File: src/hdl/binary_polynomial_multiplier_unit_macros.svh
// ----------------------------------------------------------------------------
// binary polynomial multiplier assertion macros
// shared concurrent assertion forms, clocked on clk_i, gated by rst_ni
// ----------------------------------------------------------------------------
`ifndef BINARY_POLYNOMIAL_MULTIPLIER_UNIT_MACROS_SVH
`define BINARY_POLYNOMIAL_MULTIPLIER_UNIT_MACROS_SVH

// generic form with explicit clock and reset
`define BPM_ASSERT_CLK(label, clk, rst_n, prop, msg) \
  label: assert property (@(posedge clk) disable iff (!(rst_n)) prop) else $error(msg);

// default form on the block clock and reset
`define BPM_ASSERT(label, prop, msg) \
  `BPM_ASSERT_CLK(label, clk_i, rst_ni, prop, msg)

`endif

File: src/hdl/bpm_pkg.sv
// ----------------------------------------------------------------------------
// bpm_pkg
// types, constants and the carryless word product for the polynomial multiplier
// ----------------------------------------------------------------------------
package bpm_pkg;

  localparam int NUM_WORDS = 193;
  localparam int WORD_BITS = 32;
  localparam int IDX_W     = 9;
  localparam int AW        = $clog2(NUM_WORDS);

  localparam logic [IDX_W-1:0] LAST_IDX   = IDX_W'(NUM_WORDS - 1);
  localparam logic [IDX_W-1:0] MAX_SUM    = IDX_W'(2 * NUM_WORDS - 2);
  localparam logic [IDX_W-1:0] PROD_WORDS = IDX_W'(2 * NUM_WORDS);
  localparam logic [IDX_W-1:0] OPND_WORDS = IDX_W'(NUM_WORDS);

  typedef enum logic {
    OP_LOAD = 1'b0,
    OP_READ = 1'b1
  } op_e;

  typedef enum logic {
    STATUS_OK    = 1'b0,
    STATUS_RANGE = 1'b1
  } status_e;

  typedef enum logic [2:0] {
    ST_IDLE,
    ST_SETUP,
    ST_ISSUE,
    ST_DRAIN,
    ST_DONE
  } state_e;

  typedef struct packed {
    op_e                  op;
    logic [IDX_W-1:0]     index;
    logic [WORD_BITS-1:0] a_word;
    logic [WORD_BITS-1:0] b_word;
  } in_item_t;

  typedef struct packed {
    logic [WORD_BITS-1:0] product_word;
    status_e              status;
  } out_item_t;

  // operand pair going into the multiplier stage
  typedef struct packed {
    logic                 valid;
    logic                 hi_sel;
    logic [WORD_BITS-1:0] a;
    logic [WORD_BITS-1:0] b;
  } mul_req_t;

  // carryless product of two words, full double width
  function automatic logic [2*WORD_BITS-1:0] clmul(
    input logic [WORD_BITS-1:0] a,
    input logic [WORD_BITS-1:0] b
  );
    logic [2*WORD_BITS-1:0] res;
    res = '0;
    for (int s = 0; s < WORD_BITS; s++) begin
      if (a[s]) begin
        res = res ^ ({{WORD_BITS{1'b0}}, b} << s);
      end
    end
    return res;
  endfunction

endpackage

File: src/hdl/bpm_clmul_stage.sv
// ----------------------------------------------------------------------------
// bpm_clmul_stage
// registered carryless word multiplier, hands on the low or high product half
// ----------------------------------------------------------------------------
module bpm_clmul_stage (
  input  logic                          clk_i,
  input  logic                          rst_ni,
  input  bpm_pkg::mul_req_t             req_i,
  output logic                          valid_o,
  output logic [bpm_pkg::WORD_BITS-1:0] word_o
);

  logic [2*bpm_pkg::WORD_BITS-1:0] prod;
  logic [bpm_pkg::WORD_BITS-1:0]   word_d, word_q;
  logic                            valid_q;

  always_comb begin
    prod   = bpm_pkg::clmul(req_i.a, req_i.b);
    word_d = req_i.hi_sel ? prod[2*bpm_pkg::WORD_BITS-1:bpm_pkg::WORD_BITS]
                          : prod[bpm_pkg::WORD_BITS-1:0];
  end

  always_ff @(posedge clk_i or negedge rst_ni) begin
    if (!rst_ni) begin
      valid_q <= 1'b0;
    end else begin
      valid_q <= req_i.valid;
    end
  end

  always_ff @(posedge clk_i) begin
    word_q <= word_d;
  end

  assign valid_o = valid_q;
  assign word_o  = word_q;

endmodule

File: config.mk
export PLATFORM = sky130hd
export DESIGN_NAME = bpm_clmul_stage
export DESIGN_NICKNAME = d
export VERILOG_FILES = /design/src/hdl/binary_polynomial_multiplier_unit_macros.svh /design/src/hdl/bpm_pkg.sv /design/src/hdl/bpm_clmul_stage.sv
export SDC_FILE = /design/constraint.sdc
export NUM_CORES = 1
export LEC_CHECK = 0
export BUFFER_PORTS_ARGS = -buffer_cell sky130_fd_sc_hd__buf_2
export CORE_MARGIN = 2
export CORE_UTILIZATION = 55
export DETAILED_ROUTE_END_ITERATION = 16
export PLACE_DENSITY = 0.77
export SYNTH_ARGS = -nofsm -noshare
export SYNTH_HDL_FRONTEND = slang
export SYNTH_SLANG_ARGS = --single-unit
File: constraint.sdc
create_clock -name clk_i -period 0.8 [get_ports clk_i]
set_input_delay 0.04 -clock clk_i [delete_from_list [all_inputs] [get_ports clk_i]]
set_output_delay 0.04 -clock clk_i [all_outputs]
set_load 0.01 [all_outputs]
==> reports/results.txt, run 1 <==
sequential-to-total area share from yosys stat -> 4.65%
Die Y -> 165 um
cell taking the most area after synthesis -> xnor2_1
chip width -> 165 um
xor and xnor area share after synthesis -> 59.1%
post-synthesis mux area share -> 0.559%
syn avg cell area -> 6.33 um2
port bufs -> 100
Stop stage -> global routing
Num CTS Buffers -> 5
Most used DFF post-synth -> dfxtp_1
first-pass GRT wire length -> 145000 um
Detail Placement HPWL -> 44900 um
number of global-route vias before repair -> 22871
ranking of synthesized cells by area -> xnor2_1 (45%), nand2_1 (27%), xor2_1 (13%)
Netlist cell types -> 17
Synth top area share -> 45.0%
CTS H-Tree Depth -> 2
final global-route overflow total -> 45
Seq cells post-synth -> 33
Adder-Cell Fraction of Synth Area -> 0%
Cell Rows -> 59
asr flop ratio synth -> 3.03%
EDFF count, synth -> 0
routability cong. -> 1.02
num ports -> 101
Sink Count -> 33
Ys Warns -> 0
GRT Overall Usage -> 71.0%
Initial Utilization -> 55.4%
Synth Area in Compound Gates -> 0.804%
status -> aborted with a tool error
Root Driver -> clkbuf_16
Mapped Nets -> 2330
First Err -> [ERROR GRT-0116] Global routing finished with congestion. Check the congestion regions in the DRC Viewer.
simple-gate share of the synthesized area -> 27.5%
mapped cell area -> 0.0143 mm2
largest net degree at the start of global routing -> 20
cell count after synthesis -> 2262
largest family of logic cells by synthesized area -> XOR/XNOR gates
Max clock buf depth -> 2
stage by stage:
step	std cells	instance area, um2	worst slack (ps)	util [%]	TNS (ps)
after global placement	2874	19000	-1200	73.6	-30980
after detailed placement	2874	19000	-1240	73.6	-32380
after CTS	3020	23000	-700	89.0	-20180
after floorplan	2262	15800	-482	-	-12820
cells in the mapped netlist (3+ instances only):
cell type  number
a21oi_1        10
nor2_1         11
buf_1           3
buf_2         160
dfxtp_1        32
xnor2_1       736
nand2_1      1035
xnor3_1         8
clkbuf_1        8
o21ai_1        13
buf_4          22
mux2i_1         8
xor2_1        208
buf_6           5
timing repair:
item / 4_1_cts
buffers inserted: 107
hold buffers: 2
hold endpoints to repair: 2
gates resized for setup: 490
gates cloned: 30
pin swaps: 331
endpoints found under the setup margin: 38
cell families after synthesis:
group,Yosys count
simple gates,1047
xor+xnor,953
buf+inv,198
flops,33
compound gates,23
mux,8
routing by layer:
layer / global-route usage, % / GRT overflow
met5: 21.4 / 0
met4: 70.3 / 24
met3: 51.6 / 0
met2: 90.0 / 20
met1: 71.7 / 1
==> inputs of run 2 (changes only) <==
--- a/config.mk
+++ b/config.mk
@@ -7,9 +7,9 @@
 export LEC_CHECK = 0
 export BUFFER_PORTS_ARGS = -buffer_cell sky130_fd_sc_hd__buf_2
 export CORE_MARGIN = 2
-export CORE_UTILIZATION = 55
+export CORE_UTILIZATION = 40
 export DETAILED_ROUTE_END_ITERATION = 16
-export PLACE_DENSITY = 0.77
+export PLACE_DENSITY_LB_ADDON = 0.15
 export SYNTH_ARGS = -nofsm -noshare
 export SYNTH_HDL_FRONTEND = slang
 export SYNTH_SLANG_ARGS = --single-unit
==> constraint.sdc (replaced) <==
create_clock -name clk_i -period 1 [get_ports clk_i]
set_input_delay 0.05 -clock clk_i [delete_from_list [all_inputs] [get_ports clk_i]]
set_output_delay 0.05 -clock clk_i [all_outputs]
set_load 0.01 [all_outputs]
==> run 2 against run 1 <==
The flow now finishes, with violations (negative setup slack). Synthesized area unchanged. Synthesized cell count unchanged.
==> reports/results.txt, run 2 <==
core area -> 0.0354 mm2
share of layout cells above drive strength 1 -> 42.3%
Via density -> 5.49
CP bufs+invs -> 6
EDFF count, synth -> 0 (unchanged)
Ys Warns -> 0 (unchanged)
worst hold margin -> 74.3 ps
Synth top area share -> 45.0% (unchanged)
Max Clock Freq -> 0.622 GHz
Worst Max-Slew Pin Slew -> 406 ps
Max clock buf depth -> 2 (unchanged)
number of global-route vias before repair -> 16886
ranking of synthesized cells by area -> xnor2_1 (45%), nand2_1 (27%), xor2_1 (13%)
Synth Area in Compound Gates -> 0.804% (unchanged)
cell count after synthesis -> 2262 (unchanged)
failing checks -> negative setup slack
Most used DFF post-synth -> dfxtp_1
routability cong. -> 0.948 (-6.8%)
CTS H-Tree Depth -> 2 (unchanged)
commonest non-fill, non-tap cell in the layout -> nand2_1
Initial DRC Count -> 1870
Die Y -> 193 um (+17%)
Final ANT Viol Nets -> 0
most frequent cells in the layout -> nand2_1 (816), xnor2_1 (569), buf_4 (371), buf_12 (161), xor2_1 (160)
WS Path Type -> input port to register
leak pwr -> 11.2 nW
Cell Rows -> 69 (+17%)
die area -> 0.0373 mm2
slowest CP cell -> xor2_1
first-pass GRT wire length -> 106000 um
Slew headroom -> 72.8%
cell family with most CP delay -> XOR/XNOR gates
Setup crit start kind -> input port
post-synthesis mux area share -> 0.559% (unchanged)
Root Driver -> clkbuf_16
mapped cell area -> 0.0143 mm2 (unchanged)
Adder-Cell Fraction of Synth Area -> 0% (unchanged)
sequential-to-total area share from yosys stat -> 4.65% (unchanged)
RSZ-0062 raised after global routing -> yes
Setup TNS -> -16870 ps
Hold Vio Cnt, Final -> 0
simple-gate share of the synthesized area -> 27.5% (unchanged)
Synth top cells by count -> nand2_1 (1035), xnor2_1 (736), xor2_1 (208)
WL per Instance -> 23.7 um
vias -> 17915
final slew viol count -> 0
Tightest Hold Check Type -> input port to asynchronous set/reset pin
final setup fails -> 32
largest family of logic cells by synthesized area -> XOR/XNOR gates
count leader, synth -> nand2_1
Final Critical Period -> 1610 ps
DRT Pass-1 Iters -> 8
Max VDD drop -> 0.00142 V
clock-pin slew on the worst setup and hold paths -> 50 ps
# nets final -> 2866
asr flop ratio synth -> 3.03% (unchanged)
Post-Place Setup Slack -> -1110 ps (+130 ps)
post-layout util -> 71.2%
num ports -> 101 (unchanged)
Detail Placement HPWL -> 49700 um (+11%)
number of flip-flops in the largest register -> 32
largest net degree at the start of global routing -> 23
CP Max Fanout -> 5
Critical Path RT -> 1150 ps
status -> complete, but fails checks
cells along the critical path -> buf_8, buf_12, buf_12, buf_12, buf_6, nand2_2, xor2_1, xnor2_1, xnor2_1, xnor2_1, buf_4, xnor2_2, mux2i_1
CTS tree -> done
Netlist cell types -> 17 (unchanged)
chip width -> 193 um (+17%)
Initial Utilization -> 40.5% (-15 points)
Mapped Nets -> 2330 (unchanged)
placed insts -> 3055 (+6.3%)
final global-route overflow total -> 0
initial antenna violation count -> 1
Num CTS Buffers -> 5 (unchanged)
fillers -> 2585
Seq cells post-synth -> 33 (unchanged)
routed wire length -> 77400 um
Sink Count -> 33 (unchanged)
fin worst setup slack -> -607 ps
Syn-to-layout area delta -> 76.0%
critical path's largest stage delay -> 190 ps
Residual DRC -> 0
Pwr Density -> 1190 mW/mm2
Post-Layout Cell Count -> 3261
xor and xnor area share after synthesis -> 59.1% (unchanged)
Max-Cap Viols -> 0
cell taking the most area after synthesis -> xnor2_1
worst path arrival time -> 1760 ps
syn avg cell area -> 6.33 um2 (unchanged)
Tcrit/Tclk final -> 161%
GRT Overall Usage -> 37.3%
crit path capture type -> register
port bufs -> 100 (unchanged)
[run 2: cell counts after synthesis]
Identical to the previous run, type by type.
[run 2: path summary, 6_finish.rpt]
kind,start,to,slack (ps),depth (start not counted)
min in group clk_i,req_i[64],word_o[11]$_DFF_P_,200,3
worst max-delay path,req_i[14],word_o[29]$_DFF_P_,-610,13
max in group asynchronous,rst_ni,valid_o$_DFF_PN0_,840,2
worst min-delay path,rst_ni,valid_o$_DFF_PN0_,70,2
[run 2: area by class of cell]
cell class                      instances  area, um2  share of cell area [%]
Clock buffer                            7        143                   0.566
Timing Repair Buffer                  727       8490                    33.7
Multi-Input combinational cell       2031      15300                    60.7
Clock inverter                          1       30.0                   0.119
Sequential cell                        33        667                    2.65
Antenna cell                            1       2.50                 0.00993
Tap cell                              461        577                    2.29
[run 2: logic make-up after synthesis]
| kind of cell | after synthesis |
|---|---|
| simple gates | 1047 |
| compound gates | 23 |
| buf+inv | 198 |
| xor+xnor | 953 |
| flops | 33 |
| mux | 8 |
[run 2: timing repair]
item / 4_1_cts / 5_1_grt
buffers inserted: 108 / 76
gates resized for setup: 382 / 313
hold endpoints to repair: 2 / 0
gates cloned: 17 / 6
endpoints found under the setup margin: 32 / 33
hold buffers: 2 / 0
pin swaps: 259 / 249
[run 2: power breakdown]
part	switching [W]	total, W	internal [W]
registers	0.000292	0.00232	0.00203
logic	0.0129	0.0257	0.0129
clock network	0.000672	0.00192	0.00125
total	0.0138	0.0300	0.0161
[run 2: layer usage]
| layer | vias to the layer above | part of all wire [%] | global-route usage (%) |
|---|---|---|---|
| li1 | 7703 | - | - |
| met1 | 8426 | 37 | 48.5 |
| met2 | 1405 | 45 | 60.0 |
| met3 | 381 | 12 | 6.56 |
| met4 | 0 | 6.9 | 17.3 |
| met5 | - | 0 | 0 |
[run 2: metrics by stage]
stage,area [um2],power [W]
finish,25200,0.0300
global route,25200,0.0310
CTS,22800,0.0276
detailed placement,19400,0.0229
global placement,19400,0.0227
floorplan,15800,0.0146
(Power assumes the default switching activity.)
==> inputs of run 3 (changes only) <==
--- a/config.mk
+++ b/config.mk
@@ -7,7 +7,7 @@
 export LEC_CHECK = 0
 export BUFFER_PORTS_ARGS = -buffer_cell sky130_fd_sc_hd__buf_2
 export CORE_MARGIN = 2
-export CORE_UTILIZATION = 40
+export CORE_UTILIZATION = 39
 export DETAILED_ROUTE_END_ITERATION = 16
 export PLACE_DENSITY_LB_ADDON = 0.15
 export SYNTH_ARGS = -nofsm -noshare
==> run 3 against run 2 <==
The flow still finishes with violations (negative setup slack). Critical path depth fell by 3. Hold slack improved by 7.1 ps. First-iteration DRC count rose by 18%. Core utilization rose by 1.0 points. Count of clock-buffer cells in the layout fell by 2. Via count rose by 3.8%. Sequential power fell by 2%. Critical endpoint is now word_o[7]$_DFF_P_. Worst setup slack got worse by 110 ps. Sequential cell count did not move. Non-clock buffer count rose by 4. Global-route usage rose by 2.0 points.
==> reports/results.txt, run 3 (synthesis results as in run 2) <==
status -> complete, but fails checks
failing checks -> negative setup slack
die area -> 0.0383 mm2 (+2.5%)
number of flip-flops in the largest register -> 32 (unchanged)
PnR Total Power -> 0.0307 W (+2.4%)
critical path's largest stage delay -> 380 ps (+190 ps)
Detail Placement HPWL -> 49400 um (-0.55%)
num ports -> 101 (unchanged)
CTS H-Tree Depth -> 2 (unchanged)
CP Max Fanout -> 6 (+1)
# nets final -> 2870 (+0.14%)
Cell Rows -> 70 (+1.4%)
Tightest Hold Check Type -> input port to asynchronous set/reset pin
routability cong. -> 0.959 (+1.1%)
final setup fails -> 32 (unchanged)
Residual DRC -> 0 (unchanged)
final slew viol count -> 0 (unchanged)
Hold Vio Cnt, Final -> 0 (unchanged)
cells along the critical path -> buf_4, buf_6, buf_4, nand2_2, xor2_1, xnor2_1, xnor2_1, xnor2_2, xnor2_2, a21oi_1
Pwr Density -> 1170 mW/mm2 (-1.7%)
final global-route overflow total -> 0 (unchanged)
most frequent cells in the layout -> nand2_1 (786), xnor2_1 (527), buf_4 (333), xnor2_2 (196), buf_12 (182)
Initial DRC Count -> 2203 (+18%)
Max-Cap Viols -> 0 (unchanged)
Via density -> 5.69 (+3.5%)
core area -> 0.0363 mm2 (+2.7%)
Worst Max-Slew Pin Slew -> 438 ps (+32.6 ps)
Num CTS Buffers -> 5 (unchanged)
number of global-route vias before repair -> 17685 (+4.7%)
Max Clock Freq -> 0.582 GHz (-6.4%)
initial antenna violation count -> 2 (+1)
slowest CP cell -> xnor2_2
commonest non-fill, non-tap cell in the layout -> nand2_1
RSZ-0062 raised after global routing -> yes
Final Critical Period -> 1720 ps (+111 ps)
largest net degree at the start of global routing -> 25 (+8.7%)
Post-Place Setup Slack -> -1230 ps (-113 ps)
worst path arrival time -> 1860 ps (+100 ps)
Tcrit/Tclk final -> 172% (+11 points)
first-pass GRT wire length -> 113000 um (+5.8%)
Die Y -> 196 um (+1.2%)
Critical Path RT -> 1140 ps (about the same)
share of layout cells above drive strength 1 -> 45.4% (+3.1 points)
GRT Overall Usage -> 39.3% (+2.0 points)
WL per Instance -> 25.6 um (+7.8%)
routed wire length -> 83700 um (+8.1%)
DRT Pass-1 Iters -> 6 (-2)
Syn-to-layout area delta -> 83.3%
Max clock buf depth -> 2 (unchanged)
Initial Utilization -> 39.4% (-1.1 points)
WS Path Type -> input port to register
leak pwr -> 11.7 nW (+4.6%)
clock-pin slew on the worst setup and hold paths -> 50 ps (about the same)
critical path endpoint -> word_o[7]$_DFF_P_
chip width -> 196 um (+1.2%)
CTS tree -> done
Sink Count -> 33 (unchanged)
port bufs -> 100 (unchanged)
Root Driver -> clkbuf_16
Max VDD drop -> 0.000747 V (-47%)
Setup crit start kind -> input port
fin worst setup slack -> -718 ps (-111 ps)
vias -> 18603 (+3.8%)
Slew headroom -> 70.6% (-2.2 points)
Final ANT Viol Nets -> 0 (unchanged)
crit path capture type -> register
CP Launch Point -> req_i[54]
==> run 3: worst min path at each step <==
stage	from	to	slack, ps	depth (start not counted)
CTS	rst_ni	valid_o$_DFF_PN0_	80	2
floorplan	rst_ni	valid_o$_DFF_PN0_	-250	0
global route	rst_ni	valid_o$_DFF_PN0_	90	2
finish	rst_ni	valid_o$_DFF_PN0_	80	2
detailed placement	rst_ni	valid_o$_DFF_PN0_	-170	1
global placement	rst_ni	valid_o$_DFF_PN0_	-180	1
==> run 3: worst max-delay path: cells and delay by family <==
family / cells / cell delay, ps
compound gates: 1 / 140
simple gates: 1 / 70
buf+inv: 3 / 420
xor+xnor: 5 / 1180
==> run 3: report_power, final <==
group	internal, W	total [W]	switching [W]
clock	0.000914	0.00155	0.000633
combinational	0.0134	0.0269	0.0135
sequential	0.00202	0.00228	0.000260
total	0.0163	0.0307	0.0144
==> run 3: timing repair <==
| action | in CTS | in global routing |
|---|---|---|
| cloned | 21 | 3 |
| pin swaps | 371 | 284 |
| gates resized for setup | 506 | 330 |
| setup buffers | 175 | 44 |
| setup endpoints to repair | 32 | 32 |
| endpoints found under the hold margin | 2 | 0 |
| hold buffers | 2 | 0 |
==> run 3: cell type report <==
| type | instances | area, um2 |
|---|---|---|
| multi-input cells | 2031 | 16000 |
| clock inverters | 3 | 17.5 |
| well taps | 468 | 586 |
| clock buffers | 5 | 125 |
| flip-flops and latches | 33 | 666 |
| repair buffers | 731 | 8860 |
| diodes | 1 | 2.50 |
| fillers | 2452 | 10100 |
==> run 3: metal layers <==
metal	wire, um	track usage, %	vias up
li1	-	-	7722
met1	29400	49.6	8734
met2	35900	62.4	1586
met3	10600	7.13	559
met4	7780	23.5	2
met5	10	0	-
==> run 3: metrics by stage <==
step	utilization (%)	instances	hold slack, ps	instance area [um2]	setup TNS (ps)
after floorplan	-	2262	-246	15800	-6740
after global placement	53.4	3037	-175	19400	-28050
after detailed placement	53.4	3037	-175	19400	-28140
after CTS	65.9	3232	75.1	24000	-15050
after global routing	72.2	3271	88.6	26200	-18730
final	72.2	3272	81.4	26300	-17570
==> inputs of run 4 (changes only) <==
--- a/config.mk
+++ b/config.mk
@@ -10,6 +10,7 @@
 export CORE_UTILIZATION = 39
 export DETAILED_ROUTE_END_ITERATION = 16
 export PLACE_DENSITY_LB_ADDON = 0.15
+export SKIP_CTS_REPAIR_TIMING = 1
 export SYNTH_ARGS = -nofsm -noshare
 export SYNTH_HDL_FRONTEND = slang
 export SYNTH_SLANG_ARGS = --single-unit
==> run 4 against run 3 <==
The flow still finishes with violations (negative setup slack). Final area shrank 9.7%. Count of clock-buffer cells in the layout is the same. Critical endpoint is now word_o[19]$_DFF_P_. First-iteration DRC count shrank 4.0%. Worst setup slack gained 16 ps. Highest routed layer unchanged. Via count shrank 7.0%. Core utilization shrank 7.0 points. Largest power group unchanged. Sequential cell count is the same. Critical path depth is the same.
==> reports/results.txt, run 4 (synthesis results as in run 2) <==
CTS H-Tree Depth -> 2 (unchanged)
most frequent cells in the layout -> nand2_1 (856), xnor2_1 (614), buf_4 (330), xor2_1 (175), buf_12 (155)
Setup crit start kind -> input port
Initial DRC Count -> 2115 (-4.0%)
worst path arrival time -> 1910 ps (+50 ps)
Sw Share -> 46.6% (-0.25 points)
Num CTS Buffers -> 5 (unchanged)
final slew viol count -> 0 (unchanged)
Hold Vio Cnt, Final -> 0 (unchanged)
number of flip-flops in the largest register -> 32 (unchanged)
failing checks -> negative setup slack
CP Max Fanout -> 10 (+4)
commonest non-fill, non-tap cell in the layout -> nand2_1
core area -> 0.0363 mm2 (unchanged)
power share of the clock group -> 5.4% (+0.4 points)
Sink Count -> 33 (unchanged)
Detail Placement HPWL -> 49400 um (unchanged)
number of global-route vias before repair -> 15792 (-11%)
Post-Layout Cell Count -> 3208 (-2.0%)
Tcrit/Tclk final -> 170% (-1.6 points)
vias -> 17301 (-7.0%)
critical path's largest stage delay -> 520 ps (+140 ps)
post-layout util -> 65.3% (-7.0 points)
switching power -> 0.0133 W (-7.5%)
Syn-to-layout area delta -> 65.6%
routability cong. -> 0.959 (unchanged)
status -> complete, but fails checks
Flop pwr share -> 8.0% (+0.6 points)
sequential cell area -> 666 um2 (unchanged)
Initial Utilization -> 39.4% (unchanged)
Gate power share -> 86.6% (-0.9 points)
P_int -> 0.0152 W (-6.6%)
Pwr Density -> 1200 mW/mm2 (+2.9%)
GRT Overall Usage -> 34.2% (-5.0 points)
Final ANT Viol Nets -> 0 (unchanged)
WL per Instance -> 23.3 um (-8.9%)
chip width -> 196 um (unchanged)
share of layout cells above drive strength 1 -> 37.3% (-8.1 points)
Via density -> 5.39 (-5.1%)
Finished Cell Area -> 0.0237 mm2 (-9.7%)
final global-route overflow total -> 0 (unchanged)
Tightest Hold Check Type -> input port to asynchronous set/reset pin
critical path's most frequent cell -> buf_12
Cell Rows -> 70 (unchanged)
Die Y -> 196 um (unchanged)
Worst Max-Slew Pin Slew -> 440 ps (+1.35 ps)
crit path capture type -> register
leak pwr -> 10.3 nW (-12%)
port bufs -> 100 (unchanged)
slowest CP cell -> xnor3_2
final setup fails -> 32 (unchanged)
WS Path Type -> input port to register
clock-pin slew on the worst setup and hold paths -> 50 ps (about the same)
Root Driver -> clkbuf_16
# nets final -> 2806 (-2.2%)
RSZ-0062 raised after global routing -> yes
Max VDD drop -> 0.000776 V (+3.8%)
Max clock buf depth -> 2 (unchanged)
Max-Cap Viols -> 0 (unchanged)
largest net degree at the start of global routing -> 25 (unchanged)
DRT Pass-1 Iters -> 6 (unchanged)
routed wire length -> 74800 um (-11%)
Residual DRC -> 0 (unchanged)
CTS tree -> done
fillers -> 3007 (+23%)
area of the multi-input gates -> 0.0145 mm2 (-9.5%)
Critical Path RT -> 1210 ps (+70 ps)
first-pass GRT wire length -> 99300 um (-12%)
Max Clock Freq -> 0.588 GHz (+0.96%)
fin worst setup slack -> -702 ps (+16.4 ps)
worst hold margin -> 82.5 ps (+1.07 ps)
initial antenna violation count -> 2 (unchanged)
PnR Total Power -> 0.0285 W (-7.0%)
die area -> 0.0383 mm2 (unchanged)
Slew headroom -> 70.5% (-0.091 points)
Final Critical Period -> 1700 ps (-16.4 ps)
cells along the critical path -> buf_2, buf_12, buf_12, nand2_2, xnor2_2, xnor2_1, xnor3_2, xnor2_4, nor2_2, a21oi_2
DP Area -> 0.0194 mm2 (unchanged)
placed insts -> 3037 (unchanged)
num ports -> 101 (unchanged)
## run 4: changes by cell type in the layout (fill, tap and decap cells not counted), moves of 25 or more
cell / before / now
clkbuf_16: 8 / 38
xor2_2: 55 / 30
nand2_1: 786 / 856
nand2_4: 82 / 29
buf_6: 106 / 62
xor2_1: 145 / 175
xnor2_2: 196 / 119
buf_12: 182 / 155
xnor2_1: 527 / 614
## run 4: path summary, 6_finish.rpt
kind,from,end,cells past startpoint
min in group clk_i,req_i[64],word_o[4]$_DFF_P_,2
max,req_i[17],word_o[19]$_DFF_P_,10
min,rst_ni,valid_o$_DFF_PN0_,2
max in group asynchronous,rst_ni,valid_o$_DFF_PN0_,2
## run 4: worst max-delay path: cells and delay by family
kind | cells | cell delay [ps]
AO/OA/AOI/OAI | 1 | 110
XOR/XNOR | 4 | 1190
buffers and inverters | 3 | 400
AND/OR/NAND/NOR | 2 | 150
## run 4: power groups by stage
stage               Combinational [W]  Sequential [W]  Clock (W)
detailed placement             0.0207         0.00232          0
floorplan                      0.0120         0.00258          0
finish                         0.0247         0.00229    0.00154
global placement               0.0205         0.00231          0
CTS                            0.0207         0.00229    0.00156
global route                   0.0256         0.00234    0.00159
## run 4: cell type report
type                       count  area share (%)
timing repair buffer         667            33.1
multi-input combinational   2031            61.0
clock inverter                 3          0.0739
clock buffer                   5           0.528
sequential                    33            2.81
antenna                        1          0.0106
tap                          468            2.47
## run 4: through the flow
stage	setup TNS (ps)	setup slack, ps
2_1_floorplan	-6740	-292
3_5_place_dp	-28140	-1230
6_report	-17050	-702
5_1_grt	-18310	-711
4_1_cts	-18900	-939
3_3_place_gp	-28050	-1220
## run 4: routing by layer
metal / part of all wire (%) / global-route usage [%] / up-vias
li1: - / - / 7597
met1: 38 / 46.0 / 8137
met2: 43 / 55.4 / 1230
met3: 12 / 4.77 / 333
met4: 6.6 / 13.3 / 4
met5: 0.043 / 0 / -
